`src/sv/cdcacm_pkg.sv`:
```
// Shared types and constants for the CDC-ACM endpoint-0 request handler.
// No dependencies; used by the top level and its checker.
package cdcacm_pkg;

    // Result beat response codes
    typedef enum logic [1:0] {
        RSP_NONE  = 2'd0,
        RSP_DATA  = 2'd1,
        RSP_ACK   = 2'd2,
        RSP_STALL = 2'd3
    } rsp_t;

    typedef enum logic [1:0] {
        HALT_NONE  = 2'd0,
        HALT_CLEAR = 2'd1,
        HALT_SET   = 2'd2
    } halt_t;

    typedef enum logic [1:0] {
        EVT_NONE  = 2'd0,
        EVT_OPEN  = 2'd1,
        EVT_CLOSE = 2'd2
    } port_evt_t;

    // Configuration register indexes (byte address / 4)
    typedef enum logic [2:0] {
        REG_FUNCTION_ENABLE = 3'd0,
        REG_COMM_INTERFACE  = 3'd1,
        REG_NOTIFY_ADDR     = 3'd2,
        REG_BULK_IN_ADDR    = 3'd3,
        REG_BULK_OUT_ADDR   = 3'd4,
        REG_NOTIFY_HANDLE   = 3'd5,
        REG_BULK_IN_HANDLE  = 3'd6,
        REG_BULK_OUT_HANDLE = 3'd7
    } reg_idx_t;

    // bmRequestType fields
    localparam logic [1:0] TYPE_STANDARD = 2'd0;
    localparam logic [1:0] TYPE_CLASS    = 2'd1;
    localparam logic [4:0] RECIP_IFACE   = 5'd1;
    localparam logic [4:0] RECIP_EP      = 5'd2;

    // bRequest codes
    localparam logic [7:0] REQ_GET_STATUS      = 8'h00;
    localparam logic [7:0] REQ_CLEAR_FEATURE   = 8'h01;
    localparam logic [7:0] REQ_SET_FEATURE     = 8'h03;
    localparam logic [7:0] REQ_GET_INTERFACE   = 8'h0a;
    localparam logic [7:0] REQ_SET_INTERFACE   = 8'h0b;
    localparam logic [7:0] REQ_SET_LINE_CODING = 8'h20;
    localparam logic [7:0] REQ_GET_LINE_CODING = 8'h21;
    localparam logic [7:0] REQ_SET_CTRL_LINE   = 8'h22;

    localparam logic [7:0] IFACE_UNASSIGNED = 8'hff;

    localparam logic [2:0] LEN_STATUS     = 3'd2;
    localparam logic [2:0] LEN_INTERFACE  = 3'd1;
    localparam logic [2:0] LEN_LINE_CODE  = 3'd7;

    // Decoded response of one input item
    typedef struct packed {
        rsp_t       rsp;
        logic       is_data;   // data reply with at least one byte
        logic       lc_src;    // bytes come from the line coding table
        logic [2:0] nbytes;    // truncated byte count
        halt_t      halt;
        logic [4:0] hep;
        port_evt_t  evt;
        logic       dtr;
        logic       seen;
    } dec_t;

    // 115200 baud, 1 stop bit, no parity, 8 data bits
    function automatic logic [7:0] line_coding_byte(input logic [2:0] k);
        logic [7:0] b;
        case (k)
            3'd0:    b = 8'h00;
            3'd1:    b = 8'hc2;
            3'd2:    b = 8'h01;
            3'd3:    b = 8'h00;
            3'd4:    b = 8'h00;
            3'd5:    b = 8'h00;
            3'd6:    b = 8'h08;
            default: b = 8'h00;
        endcase
        return b;
    endfunction

endpackage

```
`src/sv/cdc_acm_control_request_handler_top.sv`:
```
// CDC-ACM endpoint-0 request handler: top level.
// Depends on cdcacm_pkg.
//
// Usage:
//  - Slave stream takes one setup packet (s_tuser = 0) or one class reset
//    (s_tuser = 1) per beat. Class reset clears the DTR tracking state.
//  - Master stream gives the result beats of each item: a single beat for
//    not-claimed / acknowledge / stall / empty data reply, or one beat per
//    reply byte (up to 7, cut to wLength). m_tlast marks the item's final beat.
//  - APB port holds the eight configuration registers at 4*index; pready is
//    tied high, a write lands at the access cycle, reads return the value.
// Timing:
//  - Input register, then decode and beat select, then output register.
//    Beats load into the output register whenever it is empty or its beat is taken.
//  - An item holds the input register until its last beat (of 1 to 7) loads;
//    unless the receiver stalls, one result beat leaves per cycle, set by the
//    byte counter walking the reply. The next item is taken in the cycle its
//    predecessor's last beat loads, so single-beat items stream at one per cycle.
//  - DTR state is updated when an item's last beat loads into the output reg.
// Reset: all control state cleared, registers to their reset values, both
//  streams empty. When the receiver stalls the output register holds its
//  beat, the counter stops, and s_tready falls once the input register is full.
module cdc_acm_control_request_handler_top (
    input  logic        clk,
    input  logic        rst_n,
    // slave stream
    input  logic        s_tvalid,
    output logic        s_tready,
    // request_type[7:0], request[15:8], request_value[31:16],
    // request_index[47:32], request_length[63:48]
    input  logic [63:0] s_tdata,
    // action[0]
    input  logic        s_tuser,
    // master stream
    output logic        m_tvalid,
    input  logic        m_tready,
    // response[1:0], data_valid[2], data_byte[10:3], halt_command[12:11],
    // halt_ep_handle[17:13], port_event[19:18], dtr_level[20], zero[23:21]
    output logic [23:0] m_tdata,
    output logic        m_tlast,
    // APB configuration
    input  logic        psel,
    input  logic        penable,
    input  logic        pwrite,
    input  logic [4:0]  paddr,
    input  logic [31:0] pwdata,
    output logic [31:0] prdata,
    output logic        pready
);

    // ---------------- configuration ----------------
    logic       fn_en_reg;
    logic [7:0] comm_if_reg;
    logic [7:0] notify_addr_reg;
    logic [7:0] bulk_in_addr_reg;
    logic [7:0] bulk_out_addr_reg;
    logic [5:0] notify_hdl_reg;
    logic [5:0] bulk_in_hdl_reg;
    logic [5:0] bulk_out_hdl_reg;

    logic                  cfg_wr;
    cdcacm_pkg::reg_idx_t  cfg_idx;

    assign pready  = 1'b1;
    assign cfg_wr  = psel & penable & pwrite & pready;
    assign cfg_idx = cdcacm_pkg::reg_idx_t'(paddr[4:2]);

    always_ff @(posedge clk or negedge rst_n)
    begin
        if (!rst_n)
        begin
            fn_en_reg         <= 1'b0;
            comm_if_reg       <= cdcacm_pkg::IFACE_UNASSIGNED;
            notify_addr_reg   <= 8'h00;
            bulk_in_addr_reg  <= 8'h00;
            bulk_out_addr_reg <= 8'h00;
            notify_hdl_reg    <= 6'h3f;
            bulk_in_hdl_reg   <= 6'h3f;
            bulk_out_hdl_reg  <= 6'h3f;
        end
        else if (cfg_wr)
        begin
            case (cfg_idx)
                cdcacm_pkg::REG_FUNCTION_ENABLE: fn_en_reg         <= pwdata[0];
                cdcacm_pkg::REG_COMM_INTERFACE:  comm_if_reg       <= pwdata[7:0];
                cdcacm_pkg::REG_NOTIFY_ADDR:     notify_addr_reg   <= pwdata[7:0];
                cdcacm_pkg::REG_BULK_IN_ADDR:    bulk_in_addr_reg  <= pwdata[7:0];
                cdcacm_pkg::REG_BULK_OUT_ADDR:   bulk_out_addr_reg <= pwdata[7:0];
                cdcacm_pkg::REG_NOTIFY_HANDLE:   notify_hdl_reg    <= pwdata[5:0];
                cdcacm_pkg::REG_BULK_IN_HANDLE:  bulk_in_hdl_reg   <= pwdata[5:0];
                cdcacm_pkg::REG_BULK_OUT_HANDLE: bulk_out_hdl_reg  <= pwdata[5:0];
                default: ;
            endcase
        end
    end

    always_comb
    begin
        case (cfg_idx)
            cdcacm_pkg::REG_FUNCTION_ENABLE: prdata = {31'd0, fn_en_reg};
            cdcacm_pkg::REG_COMM_INTERFACE:  prdata = {24'd0, comm_if_reg};
            cdcacm_pkg::REG_NOTIFY_ADDR:     prdata = {24'd0, notify_addr_reg};
            cdcacm_pkg::REG_BULK_IN_ADDR:    prdata = {24'd0, bulk_in_addr_reg};
            cdcacm_pkg::REG_BULK_OUT_ADDR:   prdata = {24'd0, bulk_out_addr_reg};
            cdcacm_pkg::REG_NOTIFY_HANDLE:   prdata = {26'd0, notify_hdl_reg};
            cdcacm_pkg::REG_BULK_IN_HANDLE:  prdata = {26'd0, bulk_in_hdl_reg};
            cdcacm_pkg::REG_BULK_OUT_HANDLE: prdata = {26'd0, bulk_out_hdl_reg};
            default:                         prdata = 32'd0;
        endcase
    end

    // ---------------- input register ----------------
    logic        in_valid_reg;
    logic        act_reg;
    logic [7:0]  rtype_reg;
    logic [7:0]  req_reg;
    logic [15:0] wval_reg;
    logic [7:0]  idx_reg;     // only the low byte of wIndex is ever decoded
    logic [15:0] wlen_reg;

    logic in_take;
    logic load;
    logic beat_last;
    logic retire;

    assign in_take  = s_tvalid & s_tready;
    assign retire   = load & beat_last;
    assign s_tready = ~in_valid_reg | retire;

    always_ff @(posedge clk or negedge rst_n)
    begin
        if (!rst_n)
        begin
            in_valid_reg <= 1'b0;
        end
        else if (in_take)
        begin
            in_valid_reg <= 1'b1;
        end
        else if (retire)
        begin
            in_valid_reg <= 1'b0;
        end
    end

    always_ff @(posedge clk)
    begin
        if (in_take)
        begin
            act_reg   <= s_tuser;
            rtype_reg <= s_tdata[7:0];
            req_reg   <= s_tdata[15:8];
            wval_reg  <= s_tdata[31:16];
            idx_reg   <= s_tdata[39:32];
            wlen_reg  <= s_tdata[63:48];
        end
    end

    // ---------------- DTR tracking ----------------
    logic dtr_reg;
    logic seen_reg;

    // ---------------- decode ----------------
    cdcacm_pkg::dec_t dec;
    logic [4:0] recip;
    logic [1:0] rtyp;
    logic       dir_in;
    logic [7:0] data_if;
    logic       if_hit;
    logic       ep_hit;
    logic [5:0] ep_hdl;
    logic [2:0] full_len;
    logic       want_data;
    logic       dtr_bit;

    assign recip   = rtype_reg[4:0];
    assign rtyp    = rtype_reg[6:5];
    assign dir_in  = rtype_reg[7];
    assign data_if = comm_if_reg + 8'd1;
    assign if_hit  = (comm_if_reg != cdcacm_pkg::IFACE_UNASSIGNED)
                   && ((idx_reg == comm_if_reg) || (idx_reg == data_if));
    assign dtr_bit = wval_reg[0];

    // first matching endpoint address wins
    always_comb
    begin
        ep_hit = 1'b1;
        ep_hdl = notify_hdl_reg;
        if (idx_reg == notify_addr_reg)
        begin
            ep_hdl = notify_hdl_reg;
        end
        else if (idx_reg == bulk_in_addr_reg)
        begin
            ep_hdl = bulk_in_hdl_reg;
        end
        else if (idx_reg == bulk_out_addr_reg)
        begin
            ep_hdl = bulk_out_hdl_reg;
        end
        else
        begin
            ep_hit = 1'b0;
        end
    end

    always_comb
    begin
        dec        = '0;
        dec.rsp    = cdcacm_pkg::RSP_NONE;
        dec.halt   = cdcacm_pkg::HALT_NONE;
        dec.evt    = cdcacm_pkg::EVT_NONE;
        dec.dtr    = dtr_reg;
        dec.seen   = seen_reg;
        full_len   = 3'd0;
        want_data  = 1'b0;

        if (act_reg)
        begin
            dec.dtr  = 1'b0;
            dec.seen = 1'b0;
        end
        else if (!fn_en_reg)
        begin
            dec.rsp = cdcacm_pkg::RSP_NONE;
        end
        else if (recip == cdcacm_pkg::RECIP_IFACE)
        begin
            if (!if_hit)
            begin
                dec.rsp = cdcacm_pkg::RSP_NONE;
            end
            else if (rtyp == cdcacm_pkg::TYPE_STANDARD)
            begin
                if (req_reg == cdcacm_pkg::REQ_GET_STATUS)
                begin
                    want_data = 1'b1;
                    full_len  = cdcacm_pkg::LEN_STATUS;
                end
                else if (req_reg == cdcacm_pkg::REQ_GET_INTERFACE)
                begin
                    want_data = 1'b1;
                    full_len  = cdcacm_pkg::LEN_INTERFACE;
                end
                else if (req_reg inside {cdcacm_pkg::REQ_CLEAR_FEATURE,
                                         cdcacm_pkg::REQ_SET_FEATURE,
                                         cdcacm_pkg::REQ_SET_INTERFACE})
                begin
                    dec.rsp = cdcacm_pkg::RSP_ACK;
                end
                else
                begin
                    dec.rsp = cdcacm_pkg::RSP_STALL;
                end
            end
            else if (rtyp == cdcacm_pkg::TYPE_CLASS)
            begin
                if (req_reg == cdcacm_pkg::REQ_SET_LINE_CODING)
                begin
                    dec.rsp = cdcacm_pkg::RSP_STALL;
                end
                else if (req_reg == cdcacm_pkg::REQ_GET_LINE_CODING)
                begin
                    want_data  = 1'b1;
                    dec.lc_src = 1'b1;
                    full_len   = cdcacm_pkg::LEN_LINE_CODE;
                end
                else if (req_reg == cdcacm_pkg::REQ_SET_CTRL_LINE)
                begin
                    dec.rsp = cdcacm_pkg::RSP_ACK;
                    if ((dtr_bit != dtr_reg) || !seen_reg)
                    begin
                        dec.evt = dtr_bit ? cdcacm_pkg::EVT_OPEN : cdcacm_pkg::EVT_CLOSE;
                    end
                    dec.dtr  = dtr_bit;
                    dec.seen = 1'b1;
                end
                else
                begin
                    dec.rsp = dir_in ? cdcacm_pkg::RSP_STALL : cdcacm_pkg::RSP_ACK;
                end
            end
            else
            begin
                dec.rsp = cdcacm_pkg::RSP_STALL;
            end
        end
        else if (recip == cdcacm_pkg::RECIP_EP)
        begin
            if (!ep_hit)
            begin
                dec.rsp = cdcacm_pkg::RSP_NONE;
            end
            else if (rtyp != cdcacm_pkg::TYPE_STANDARD)
            begin
                dec.rsp = cdcacm_pkg::RSP_STALL;
            end
            else if (req_reg == cdcacm_pkg::REQ_GET_STATUS)
            begin
                want_data = 1'b1;
                full_len  = cdcacm_pkg::LEN_STATUS;
            end
            else if ((req_reg == cdcacm_pkg::REQ_CLEAR_FEATURE)
                  || (req_reg == cdcacm_pkg::REQ_SET_FEATURE))
            begin
                dec.rsp = cdcacm_pkg::RSP_ACK;
                // halt only for ENDPOINT_HALT on an enabled endpoint
                if ((wval_reg == 16'd0) && !ep_hdl[5])
                begin
                    dec.halt = (req_reg == cdcacm_pkg::REQ_CLEAR_FEATURE)
                             ? cdcacm_pkg::HALT_CLEAR : cdcacm_pkg::HALT_SET;
                    dec.hep  = ep_hdl[4:0];
                end
            end
            else
            begin
                dec.rsp = cdcacm_pkg::RSP_STALL;
            end
        end

        if (want_data)
        begin
            dec.rsp    = cdcacm_pkg::RSP_DATA;
            // cut to wLength
            dec.nbytes = (wlen_reg < {13'd0, full_len}) ? wlen_reg[2:0] : full_len;
            dec.is_data = (dec.nbytes != 3'd0);
        end
    end

    // ---------------- beat sequencing ----------------
    logic [2:0]  cnt_reg;
    logic [2:0]  cnt_next;
    logic [7:0]  beat_byte;
    logic [23:0] beat_tdata;

    assign beat_last = ~dec.is_data | (cnt_reg == (dec.nbytes - 3'd1));
    assign beat_byte = dec.lc_src ? cdcacm_pkg::line_coding_byte(cnt_reg) : 8'h00;

    always_comb
    begin
        if (dec.is_data)
        begin
            // reply bytes carry no halt or event; DTR is unchanged
            beat_tdata = {3'd0, dtr_reg, cdcacm_pkg::EVT_NONE, 5'd0,
                          cdcacm_pkg::HALT_NONE, beat_byte, 1'b1,
                          cdcacm_pkg::RSP_DATA};
        end
        else
        begin
            beat_tdata = {3'd0, dec.dtr, dec.evt, dec.hep, dec.halt, 8'h00, 1'b0,
                          dec.rsp};
        end
    end

    always_comb
    begin
        cnt_next = cnt_reg;
        if (retire)
        begin
            cnt_next = 3'd0;
        end
        else if (load)
        begin
            cnt_next = cnt_reg + 3'd1;
        end
    end

    always_ff @(posedge clk or negedge rst_n)
    begin
        if (!rst_n)
        begin
            cnt_reg  <= 3'd0;
            dtr_reg  <= 1'b0;
            seen_reg <= 1'b0;
        end
        else
        begin
            cnt_reg <= cnt_next;
            if (retire)
            begin
                dtr_reg  <= dec.dtr;
                seen_reg <= dec.seen;
            end
        end
    end

    // ---------------- output register ----------------
    logic        out_valid_reg;
    logic [23:0] out_tdata_reg;
    logic        out_last_reg;

    assign load = in_valid_reg & (~out_valid_reg | m_tready);

    always_ff @(posedge clk or negedge rst_n)
    begin
        if (!rst_n)
        begin
            out_valid_reg <= 1'b0;
        end
        else if (load)
        begin
            out_valid_reg <= 1'b1;
        end
        else if (m_tready)
        begin
            out_valid_reg <= 1'b0;
        end
    end

    always_ff @(posedge clk)
    begin
        if (load)
        begin
            out_tdata_reg <= beat_tdata;
            out_last_reg  <= beat_last;
        end
    end

    assign m_tvalid = out_valid_reg;
    assign m_tdata  = out_tdata_reg;
    assign m_tlast  = out_last_reg;

endmodule

```
`config.mk`:
```
export PLATFORM = sky130hd
export DESIGN_NAME = cdc_acm_control_request_handler_top
export DESIGN_NICKNAME = d
export VERILOG_FILES = /design/src/sv/cdcacm_pkg.sv /design/src/sv/cdc_acm_control_request_handler_top.sv
export SDC_FILE = /design/constraint.sdc
export NUM_CORES = 1
export LEC_CHECK = 0
export ABC_AREA = 1
export BUFFER_PORTS_ARGS = -buffer_cell sky130_fd_sc_hd__buf_2
export CAP_MARGIN = 40
export CORE_UTILIZATION = 40
export CTS_CLUSTER_SIZE = 16
export DETAILED_ROUTE_END_ITERATION = 8
export PLACE_DENSITY = 0.73
export SLEW_MARGIN = 20
export SYNTH_ARGS = -nofsm -noshare
export SYNTH_HDL_FRONTEND = slang
export SYNTH_SLANG_ARGS = --single-unit
export TNS_END_PERCENT = 5
```
`constraint.sdc`:
```
create_clock -name clk -period 7.9 [get_ports clk]
set_input_delay 1.185 -clock clk [delete_from_list [all_inputs] [get_ports clk]]
set_output_delay 1.185 -clock clk [all_outputs]
set_load 0.005 [all_outputs]
```
After elaboration in Yosys (flattened, before gate mapping)
Cells that the tools add are included.
{ "op_classes": {"addsub": 3, "n_lt_le_gt_ge": 1, "n_eq_ne": 31, "muxes": 90, "n_bitwise": 21, "n_reduce_logical": 36} }
{ "ops": {"columns": ["cell", "count"], "rows": [
  ["one-hot mux 32 bit (8 select lines)", 1],
  ["two-way mux 7 bit", 7],
  ["two-way mux 2 bit", 23],
  ["== test 8 bit", 5],
  ["two-way mux 3 bit", 13],
  ["two-way mux 1 bit", 31],
  ["two-way mux 4 bit", 7],
  ["== test 8 x 6 -> 1 bit (second input constant)", 3],
  ["one-hot mux 8 bit (3 select lines)", 1],
  ["two-way mux 21 bit", 1],
  ["two-way mux 6 bit", 3],
  ["AND reduction 2 bit", 9],
  ["nonzero test 2 bit", 9],
  ["== test 8 x 4 -> 1 bit (second input constant)", 2],
  ["zero test 16 bit", 1],
  ["< comparator 16 x 3 -> 1 bit", 1],
  ["== test 3 bit (second input constant)", 5],
  ["inverter 1 bit", 13],
  ["two-way mux 11 bit", 1],
  ["OR reduction 11 bit", 1],
  ["OR reduction 10 bit", 1],
  ["== test 3 x 2 -> 1 bit (second input constant)", 3],
  ["two-way mux 9 bit", 1],
  ["AND reduction 9 bit", 1],
  ["other kinds (25)", 39]
]} }
{ "word_totals": {"ff_bits": 140, "out_inout_bits": 60, "elab_cells": 208} }

Logic depth before layout (Yosys ltp)
Gate-level depths: netlist of the first run.
{ "depth": {"ltp_word": 19, "ltp_mapped": 31, "ltp_nobuf": 30} }

Worst setup path after synthesis of the first run
No wires, ideal clock.
{ "synth_timing": {"path_type": "register to register", "start": "reg comm_if_reg[1]", "end": "reg act_reg (enable)", "arrival_time_ps": 6497, "required_ps": 7410, "setup_slack_ps": 913, "path_stages_with_launch": 24, "n_path_buf": 0, "period_less_slack_ps": 6987, "cell_sequence": "dfstp_2 -> ha_1 -> xor2_1 -> nor2_1 -> nand2_1 -> nor2_1 -> nand3_1 -> nand2_2 -> nand2_2 -> nor4_4 -> nand4_1 -> ha_1 -> nor4_1 -> nand2_1 -> nor4_1 -> nand2_1 -> nand2_1 -> nand3_2 -> ha_1 -> xor2_1 -> o21ai_1 -> o21bai_4 -> nand2_4 -> a21oi_1"} }
{ "synth_between": {"elab_chain_len": 17, "word_cells_on_any_way": 26} }
{ "synth_lines": {"columns": ["element", "line", "text"], "rows": [
  ["from (decl)", "cdc_acm_control_request_handler_top.sv:53", "logic [7:0] comm_if_reg;"],
  ["from (signal assigned)", "cdc_acm_control_request_handler_top.sv:73", "comm_if_reg <= cdcacm_pkg::IFACE_UNASSIGNED;"],
  ["from (signal assigned)", "cdc_acm_control_request_handler_top.sv:85", "cdcacm_pkg::REG_COMM_INTERFACE: comm_if_reg <= pwdata[7:0];"],
  ["adder 8 x 1 -> 8 bit", "cdc_acm_control_request_handler_top.sv:179", "assign data_if = comm_if_reg + 8'd1;"],
  ["== test 8 bit", "cdc_acm_control_request_handler_top.sv:181", "&& ((idx_reg == comm_if_reg) || (idx_reg == data_if));"],
  ["logical OR 1 bit", "cdc_acm_control_request_handler_top.sv:181", null],
  ["logical AND 1 bit *", "cdc_acm_control_request_handler_top.sv:181", null],
  ["two-way mux 3 bit", "cdc_acm_control_request_handler_top.sv:229", "if (!if_hit)"],
  ["two-way mux 3 bit", "cdc_acm_control_request_handler_top.sv:227", "else if (recip == cdcacm_pkg::RECIP_IFACE)"],
  ["two-way mux 3 bit", "cdc_acm_control_request_handler_top.sv:223", "else if (!fn_en_reg)"],
  ["two-way mux 3 bit", "cdc_acm_control_request_handler_top.sv:218", "if (act_reg)"],
  ["[3 not listed]", null, null],
  ["subtractor 3 x 1 -> 3 bit / two-way mux 3 bit (equally long branches)", "cdc_acm_control_request_handler_top.sv:336, cdc_acm_control_request_handler_top.sv:321", null],
  ["== test 3 bit / inverter 1 bit (equally long branches)", "cdc_acm_control_request_handler_top.sv:336", "assign beat_last = ~dec.is_data | (cnt_reg == (dec.nbytes - 3'd1));"],
  ["OR 1 bit *", "cdc_acm_control_request_handler_top.sv:336", null],
  ["net beat_last", "cdc_acm_control_request_handler_top.sv:123", "logic beat_last;"],
  ["AND 1 bit *", "cdc_acm_control_request_handler_top.sv:127", "assign retire = load & beat_last;"],
  ["OR 1 bit *", "cdc_acm_control_request_handler_top.sv:128", "assign s_tready = ~in_valid_reg | retire;"],
  ["AND 1 bit *", "cdc_acm_control_request_handler_top.sv:126", "assign in_take = s_tvalid & s_tready;"],
  ["net in_take", "cdc_acm_control_request_handler_top.sv:121", "logic in_take;"],
  ["to (signal assigned)", "cdc_acm_control_request_handler_top.sv:150", "act_reg <= s_tuser;"],
  ["to (decl)", "cdc_acm_control_request_handler_top.sv:114", "logic act_reg;"]
]} }
The timed path passes the listed nets; every way through them passes the cells marked *.
A chain may end at the register's enable or synchronous reset.

Final worst setup path of the first run
{ "layout_timing": {"start": "reg comm_if_reg[1]", "end": "out s_tready"} }
{ "layout_between": {"elab_chain_len": 16, "word_cells_on_any_way": 25} }
{ "layout_lines": {"columns": ["element", "line", "text"], "rows": [
  ["adder 8 x 1 -> 8 bit", "cdc_acm_control_request_handler_top.sv:179", null],
  ["== test 8 bit", "cdc_acm_control_request_handler_top.sv:181", null],
  ["logical OR 1 bit", "cdc_acm_control_request_handler_top.sv:181", null],
  ["logical AND 1 bit *", "cdc_acm_control_request_handler_top.sv:181", null],
  ["two-way mux 3 bit", "cdc_acm_control_request_handler_top.sv:229", null],
  ["two-way mux 3 bit", "cdc_acm_control_request_handler_top.sv:227", null],
  ["two-way mux 3 bit", "cdc_acm_control_request_handler_top.sv:223", null],
  ["two-way mux 3 bit", "cdc_acm_control_request_handler_top.sv:218", null],
  ["< comparator 16 x 3 -> 1 bit", "cdc_acm_control_request_handler_top.sv:325", "dec.nbytes = (wlen_reg < {13'd0, full_len}) ? wlen_reg[2:0] : full_len;"],
  ["two-way mux 3 bit", "cdc_acm_control_request_handler_top.sv:325", null],
  ["two-way mux 3 bit / nonzero test 3 bit (equally long branches)", "cdc_acm_control_request_handler_top.sv:321, cdc_acm_control_request_handler_top.sv:326", null],
  ["subtractor 3 x 1 -> 3 bit / two-way mux 3 bit (equally long branches)", "cdc_acm_control_request_handler_top.sv:336, cdc_acm_control_request_handler_top.sv:321", null],
  ["== test 3 bit / inverter 1 bit (equally long branches)", "cdc_acm_control_request_handler_top.sv:336", null],
  ["OR 1 bit *", "cdc_acm_control_request_handler_top.sv:336", null],
  ["net beat_last", "cdc_acm_control_request_handler_top.sv:123", null],
  ["AND 1 bit *", "cdc_acm_control_request_handler_top.sv:127", null],
  ["OR 1 bit *", "cdc_acm_control_request_handler_top.sv:128", null],
  ["to (decl)", "cdc_acm_control_request_handler_top.sv:28", "output logic s_tready,"]
]} }
Marks and branches as above.

==> metrics.txt, run 1 <==
DR pass1 iterations 5; RSZ-0062 raised after global routing false; FF-to-FF Start comm_if_reg[1]; crit path buf inv count 1; Clock Root Buffer clkbuf_16; Placed Cells 1027; Worst-Skew Late Latency between 0.4 and 0.5 ns; Fmax roughly 150 MHz; crit-path max cell delay 0.63 ns; Vias 5254; worst hold path startpoint bulk_out_hdl_reg[0]; Boundary Pins 169; Num CTS Buffers 17; Nets 946; clk slew on worst S/H paths ~0.060 ns; Min Hold Slack 0.501 ns; count of final max-slew check failures 0; Die ar. 17300 sq um; Worst setup SP type register; most frequent cells in the layout nand2_1, buf_2, inv_1, edfxtp_1, o21ai_0; EDFF count, synth 74; outcome finished clean; peak supply drop 0.162 mV; worst slew pin tran 0.809 ns; gr usage total around 18%; Diodes inserted 0; asr flop ratio synth 43.9%; via/cell ratio slightly below 5; period utilization just over 80%; hold-fix buffers at CTS 0; vias in the first global route 4806; WL/cell 14.1 um; global-route wire length before repair 24000 um; most common cell after layout, fill and taps aside nand2_1; slowest CP cell dfstp_2; Setup TNS Final 0 ns; syn_area_per_cell 9.33 sq um; H-tree depth 4; antenna violations before repair 0; clock tree buffer depth 2; Hold Path Class register to register; top_reg_cell synth edfxtp_1; Area Overhead vs Synth 18.7%; total routed wirelength around 15000 um; clock sinks approximately 130; global route overflow 0; CP max FO 6; Post-DP HPWL 11000 um; Setup CP Type register to output port; Pwr per Cell Area 248 nW/um^2; Core ar. 16100 sq um; placed inst area 7350 sq um; Max transition margin between 40% and 50%; Antenna Nets Post-Route 0; Synth area leaders edfxtp_1, dfrtp_1, dfstp_2, nand2_1, inv_1; CP startpoint comm_if_reg[1]; top-area cell type share of the netlist area 33.1%; # DRC 0; Die Span X roughly 130 um; Seq/Total Area, Yosys 55.3%; chip height 131 um; area of the mapped netlist 6710 sq um; post-cts sizing count 0; Buffers on Ports between 100 and 150; area leader, netlist edfxtp_1; Clock Skew roughly 0.013 ns; crit-path most repeated cell nand2_1; synthesized flop and latch total 132; CTS tree yes; Synth Instances 719; Starting Density 41.6%; crit path DAT 5.33 ns; Tmin final 6.51 ns; layout cells sized above 1 between 20% and 30%; largest net degree at the start of global routing 59; max-cap violation count 0; CP Data Required Time between 6 and 7 ns; Final Hold Fails 0; synth warn 0; initial detailed-routing violation count around 420; FP Rows 46; crit-path cells ha_1, nand3_1, o21ai_1, nand2_1, nor2_1, nand3_1, nand2_2, nand2_2, nor4_4, nand4_1, ha_1, nor4_1, nand2_1, nor4_1, nand2_1, nand2_1, nand3_2, ha_1, xor2_1, o21ai_1, o21bai_4, nand2_4, nand2_1, buf_2; Post-CTS Setup Inserts 0; Layout Cells excl Fill between 1k and 1.5k; Worst Setup End Kind output port; Design Area, Final 7960 sq um; gpl congestion 0.858; static leakage 0.00351 uW; critical path's top delay family simple AND/OR/NAND/NOR gates; setup violators final 0; Netlist cell types 48
-- power breakdown --
| part | internal, uW | total (uW) | switching [uW] |
|---|---|---|---|
| Clock | 494 | 806 | 312 |
| Sequential | 847 | 921 | 73.8 |
| Combinational | 99.1 | 249 | 150 |
| Total | 1440 | 1980 | 535 |
-- tightest hold or removal path: cells and delay by family, from the launching register on --
kind | cells | cell delay [ns]
and+or+nand+nor | 1 | 0.05
AOI/OAI and AO/OA | 1 | 0.07
DFF | 1 | 0.37
-- cell families (layout without fill, tap and decap cells) --
kind of cell	Yosys count	in the layout	synth area share (%)
buffers and inverters	134	229	9.53
AO/OA/AOI/OAI	111	111	9.98
flip-flops	132	132	55.3
adder cells (fa/ha/maj)	7	7	1.31
other	2	31	0.112
XOR/XNOR	23	23	3.00
AND/OR/NAND/NOR	310	310	20.8
-- layout make-up --
type / instances / area [sq um]
inverter: 88 / 332
tap: 216 / 270
fill: 1511 / 8150
multi-input combinational: 482 / 2480
sequential: 132 / 3710
clock inverter: 11 / 110
timing repair buffer: 109 / 558
clock buffer: 21 / 504
-- stage by stage --
step,worst slack [ns],util [%],power (uW)
after global placement,2.09,45.6,1170
after detailed placement,1.93,45.6,1180
final,1.39,49.4,1980
after floorplan,0.913,-,1090
after global routing,1.03,49.4,2070
after CTS,1.41,49.4,1990
-- path summary, 6_finish.rpt --
kind                                        end  slack (ns)  cells past startpoint
hold reg to reg             bulk_out_hdl_reg[0]        0.50                      2
hold / removal              bulk_out_hdl_reg[0]        0.50                      2
setup / recovery                       s_tready        1.39                     24
min in group asynchronous   bulk_in_addr_reg[5]        0.90                      2
max in group asynchronous  bulk_out_addr_reg[4]        6.48                      2
setup reg to reg                     idx_reg[5]        2.12                     24
-- cells in the mapped netlist, types with 2 or more instances --
cell / instances
a211oi_1: 2
a21oi_1: 22
a221oi_1: 4
a22o_1: 2
a22oi_1: 7
buf_2: 3
buf_4: 35
clkbuf_1: 8
clkinv_1: 2
conb_1: 2
dfrtp_1: 32
dfstp_2: 26
edfxtp_1: 74
ha_1: 7
inv_1: 79
inv_2: 6
nand2_1: 167
nand2_2: 7
nand3_1: 36
nand3_2: 3
nand3b_1: 2
nand4_1: 9
nor2_1: 49
nor2_2: 3
nor3_1: 14
nor4_1: 10
o2111ai_1: 7
o21ai_0: 55
o21ai_1: 3
o22ai_1: 2
or2_2: 2
or4_1: 2
xnor2_1: 9
xor2_1: 14
-- per-layer routing --
metal	share of wire (%)	global-route usage [%]	vias up
met5	0	0	-
met4	2.1	7.30	0
met3	5.8	4.63	24
met2	46	27.6	191
met1	46	24.1	2463
li1	-	-	2576
(Power assumes the default switching activity.)
==> inputs of run 2 (changes only) <==
--- a/config.mk
+++ b/config.mk
@@ -11,7 +11,7 @@
 export CORE_UTILIZATION = 40
 export CTS_CLUSTER_SIZE = 16
 export DETAILED_ROUTE_END_ITERATION = 8
-export PLACE_DENSITY = 0.73
+export PLACE_DENSITY = 0.75
 export SLEW_MARGIN = 20
 export SYNTH_ARGS = -nofsm -noshare
 export SYNTH_HDL_FRONTEND = slang
==> constraint.sdc (replaced) <==
create_clock -name clk -period 5.7 [get_ports clk]
set_input_delay 0.855 -clock clk [delete_from_list [all_inputs] [get_ports clk]]
set_output_delay 0.855 -clock clk [all_outputs]
set_load 0.005 [all_outputs]
==> run 2 against run 1 <==
  * Utilization is 1.3 points higher
  * Cell area is 2.7% higher
  * Sequential share of layout area is 1.2 points lower
  * Critical path type unchanged
==> metrics.txt, run 2 (same netlist as run 1, synthesis figures left out) <==
initial detailed-routing violation count 416 (unchanged); outcome finished clean; Final Hold Fails 0 (unchanged); critical path's top delay family simple AND/OR/NAND/NOR gates; total routed wirelength 15100 um (+0.86%); CP max FO 6 (unchanged); Min Hold Slack 0.310 ns (-0.191 ns); clk slew on worst S/H paths 0.06 ns (about the same); peak supply drop 0.215 mV (+32%); DR pass1 iterations 5 (unchanged); clock tree buffer depth 2 (unchanged); static leakage 0.00356 uW (+1.6%); Starting Density 41.6% (unchanged); Fmax 183 MHz; global route overflow 0 (unchanged); # DRC 0 (unchanged); setup violators final 0 (unchanged); Filler cells 1449 (-4.1%); Boundary Pins 169 (unchanged); chip height 131 um (unchanged); Hold Path Class input port to asynchronous set/reset pin; vias in the first global route 4815 (+0.19%); Worst Setup End Kind output port; FF-to-FF Start comm_if_reg[1]; crit path DAT 4.61 ns (-0.72 ns); most frequent cells in the layout nand2_1, buf_2, inv_1, edfxtp_1, o21ai_0; Core ar. 16100 sq um (unchanged); Clock Root Buffer clkbuf_16; largest net degree at the start of global routing 59 (unchanged); hold-fix buffers at CTS 0 (unchanged); Tmin final between 5 and 6 ns; Post-DP HPWL 11000 um (-0.37%); Num CTS Buffers 17 (unchanged); CP startpoint comm_if_reg[1]; Clock Skew 0.0103 ns (-0.00275 ns); period utilization 95.9%; Setup CP Type register to output port; Nets 956 (+1.1%); Die Span X 131 um (unchanged); crit-path max cell delay 0.64 ns (about the same); Setup TNS Final 0 ns (unchanged); Worst setup SP type register; Die ar. 17300 sq um (unchanged); H-tree depth 4 (unchanged); slowest CP cell dfstp_2; FP Rows 46 (unchanged); max-cap violation count 0 (unchanged); gpl congestion 0.859 (about the same); clock sinks 132 (unchanged); Buffers on Ports 103 (unchanged); WL/cell 14.1 um (about the same); crit path buf inv count 2 (+1); most common cell after layout, fill and taps aside nand2_1; Diodes inserted 0 (unchanged); gr usage total 18.0% (+0.021 points); count of final max-slew check failures 0 (unchanged); Antenna Nets Post-Route 0 (unchanged); Area Overhead vs Synth 21.9%; via/cell ratio 4.93 (-0.69%); layout cells sized above 1 25.3% (+2.1 points); Pwr per Cell Area 339 nW/um^2 (+36%); Vias 5267 (+0.25%); CP Data Required Time 4.85 ns (-1.86 ns); antenna violations before repair 0 (unchanged); CTS tree yes; Final Util 50.7% (+1.3 points); Max transition margin 46.9% (+1.2 points); worst slew pin tran 0.791 ns (-0.0178 ns); global-route wire length before repair 23900 um (-0.43%); Worst-Skew Late Latency 0.42 ns (about the same); RSZ-0062 raised after global routing true
==> run 2: changes by cell type in the layout (fill, tap and decap cells not counted), sizes merged <==
cell | before | now
buf | 109 | 119
inv | 90 | 86
bufinv | 1 | 4
clkbuf | 21 | 18
clkinv | 7 | 9
clkinvlp | 1 | 3
==> run 2: metal layers <==
layer | global-route usage [%] | part of all wire [%] | up-vias
met3 | 4.90 | 7.1 | 28
met5 | 0 | 0 | -
met4 | 8.07 | 2.6 | 0
li1 | - | - | 2592
met1 | 23.8 | 44 | 2424
met2 | 27.4 | 46 | 223
==> run 2: per-stage QoR <==
stage,power (uW),instance area [sq um],cells,setup WS [ns]
2_1_floorplan,1510,6830,748,0.554
3_3_place_gp,1630,7360,1027,0.455
3_5_place_dp,1640,7370,1028,0.344
4_1_cts,2770,8000,1061,0.0218
5_1_grt,2890,8170,1069,-0.116
6_report,2770,8170,1069,0.231
==> run 2: area by class of cell <==
type                       instances  area, sq um  area share, %
inverter                          88          332           4.06
tap                              216          270           3.31
clock inverter                    14          185           2.27
clock buffer                      18          429           5.25
multi-input combinational        482         2580           31.6
sequential                       132         3710           45.3
timing repair buffer             119          666           8.14
==> run 2: where the power goes <==
| group | leakage [uW] | switching, uW | internal [uW] |
|---|---|---|---|
| Combinational | 0.00188 | 215 | 149 |
| Clock | 0.000289 | 398 | 727 |
| Sequential | 0.00140 | 105 | 1170 |
==> run 2: path summary, 6_finish.rpt <==
kind / depth (start not counted) / slack [ns] / to
max: 25 / 0.23 / s_tready
min: 2 / 0.31 / notify_addr_reg[7]
max reg2reg: 26 / 0.76 / idx_reg[6]
min reg2reg: 2 / 0.50 / seen_reg
max in group asynchronous: 3 / 4.86 / bulk_out_hdl_reg[1]
min in group clk: 2 / 0.50 / seen_reg
==> run 2: repair_timing <==
item / 4_1_cts / 5_1_grt
resized for setup: 1 / 18
pin swaps: 1 / 16
buffers inserted: 1 / 7
endpoints found under the setup margin: 1 / 1
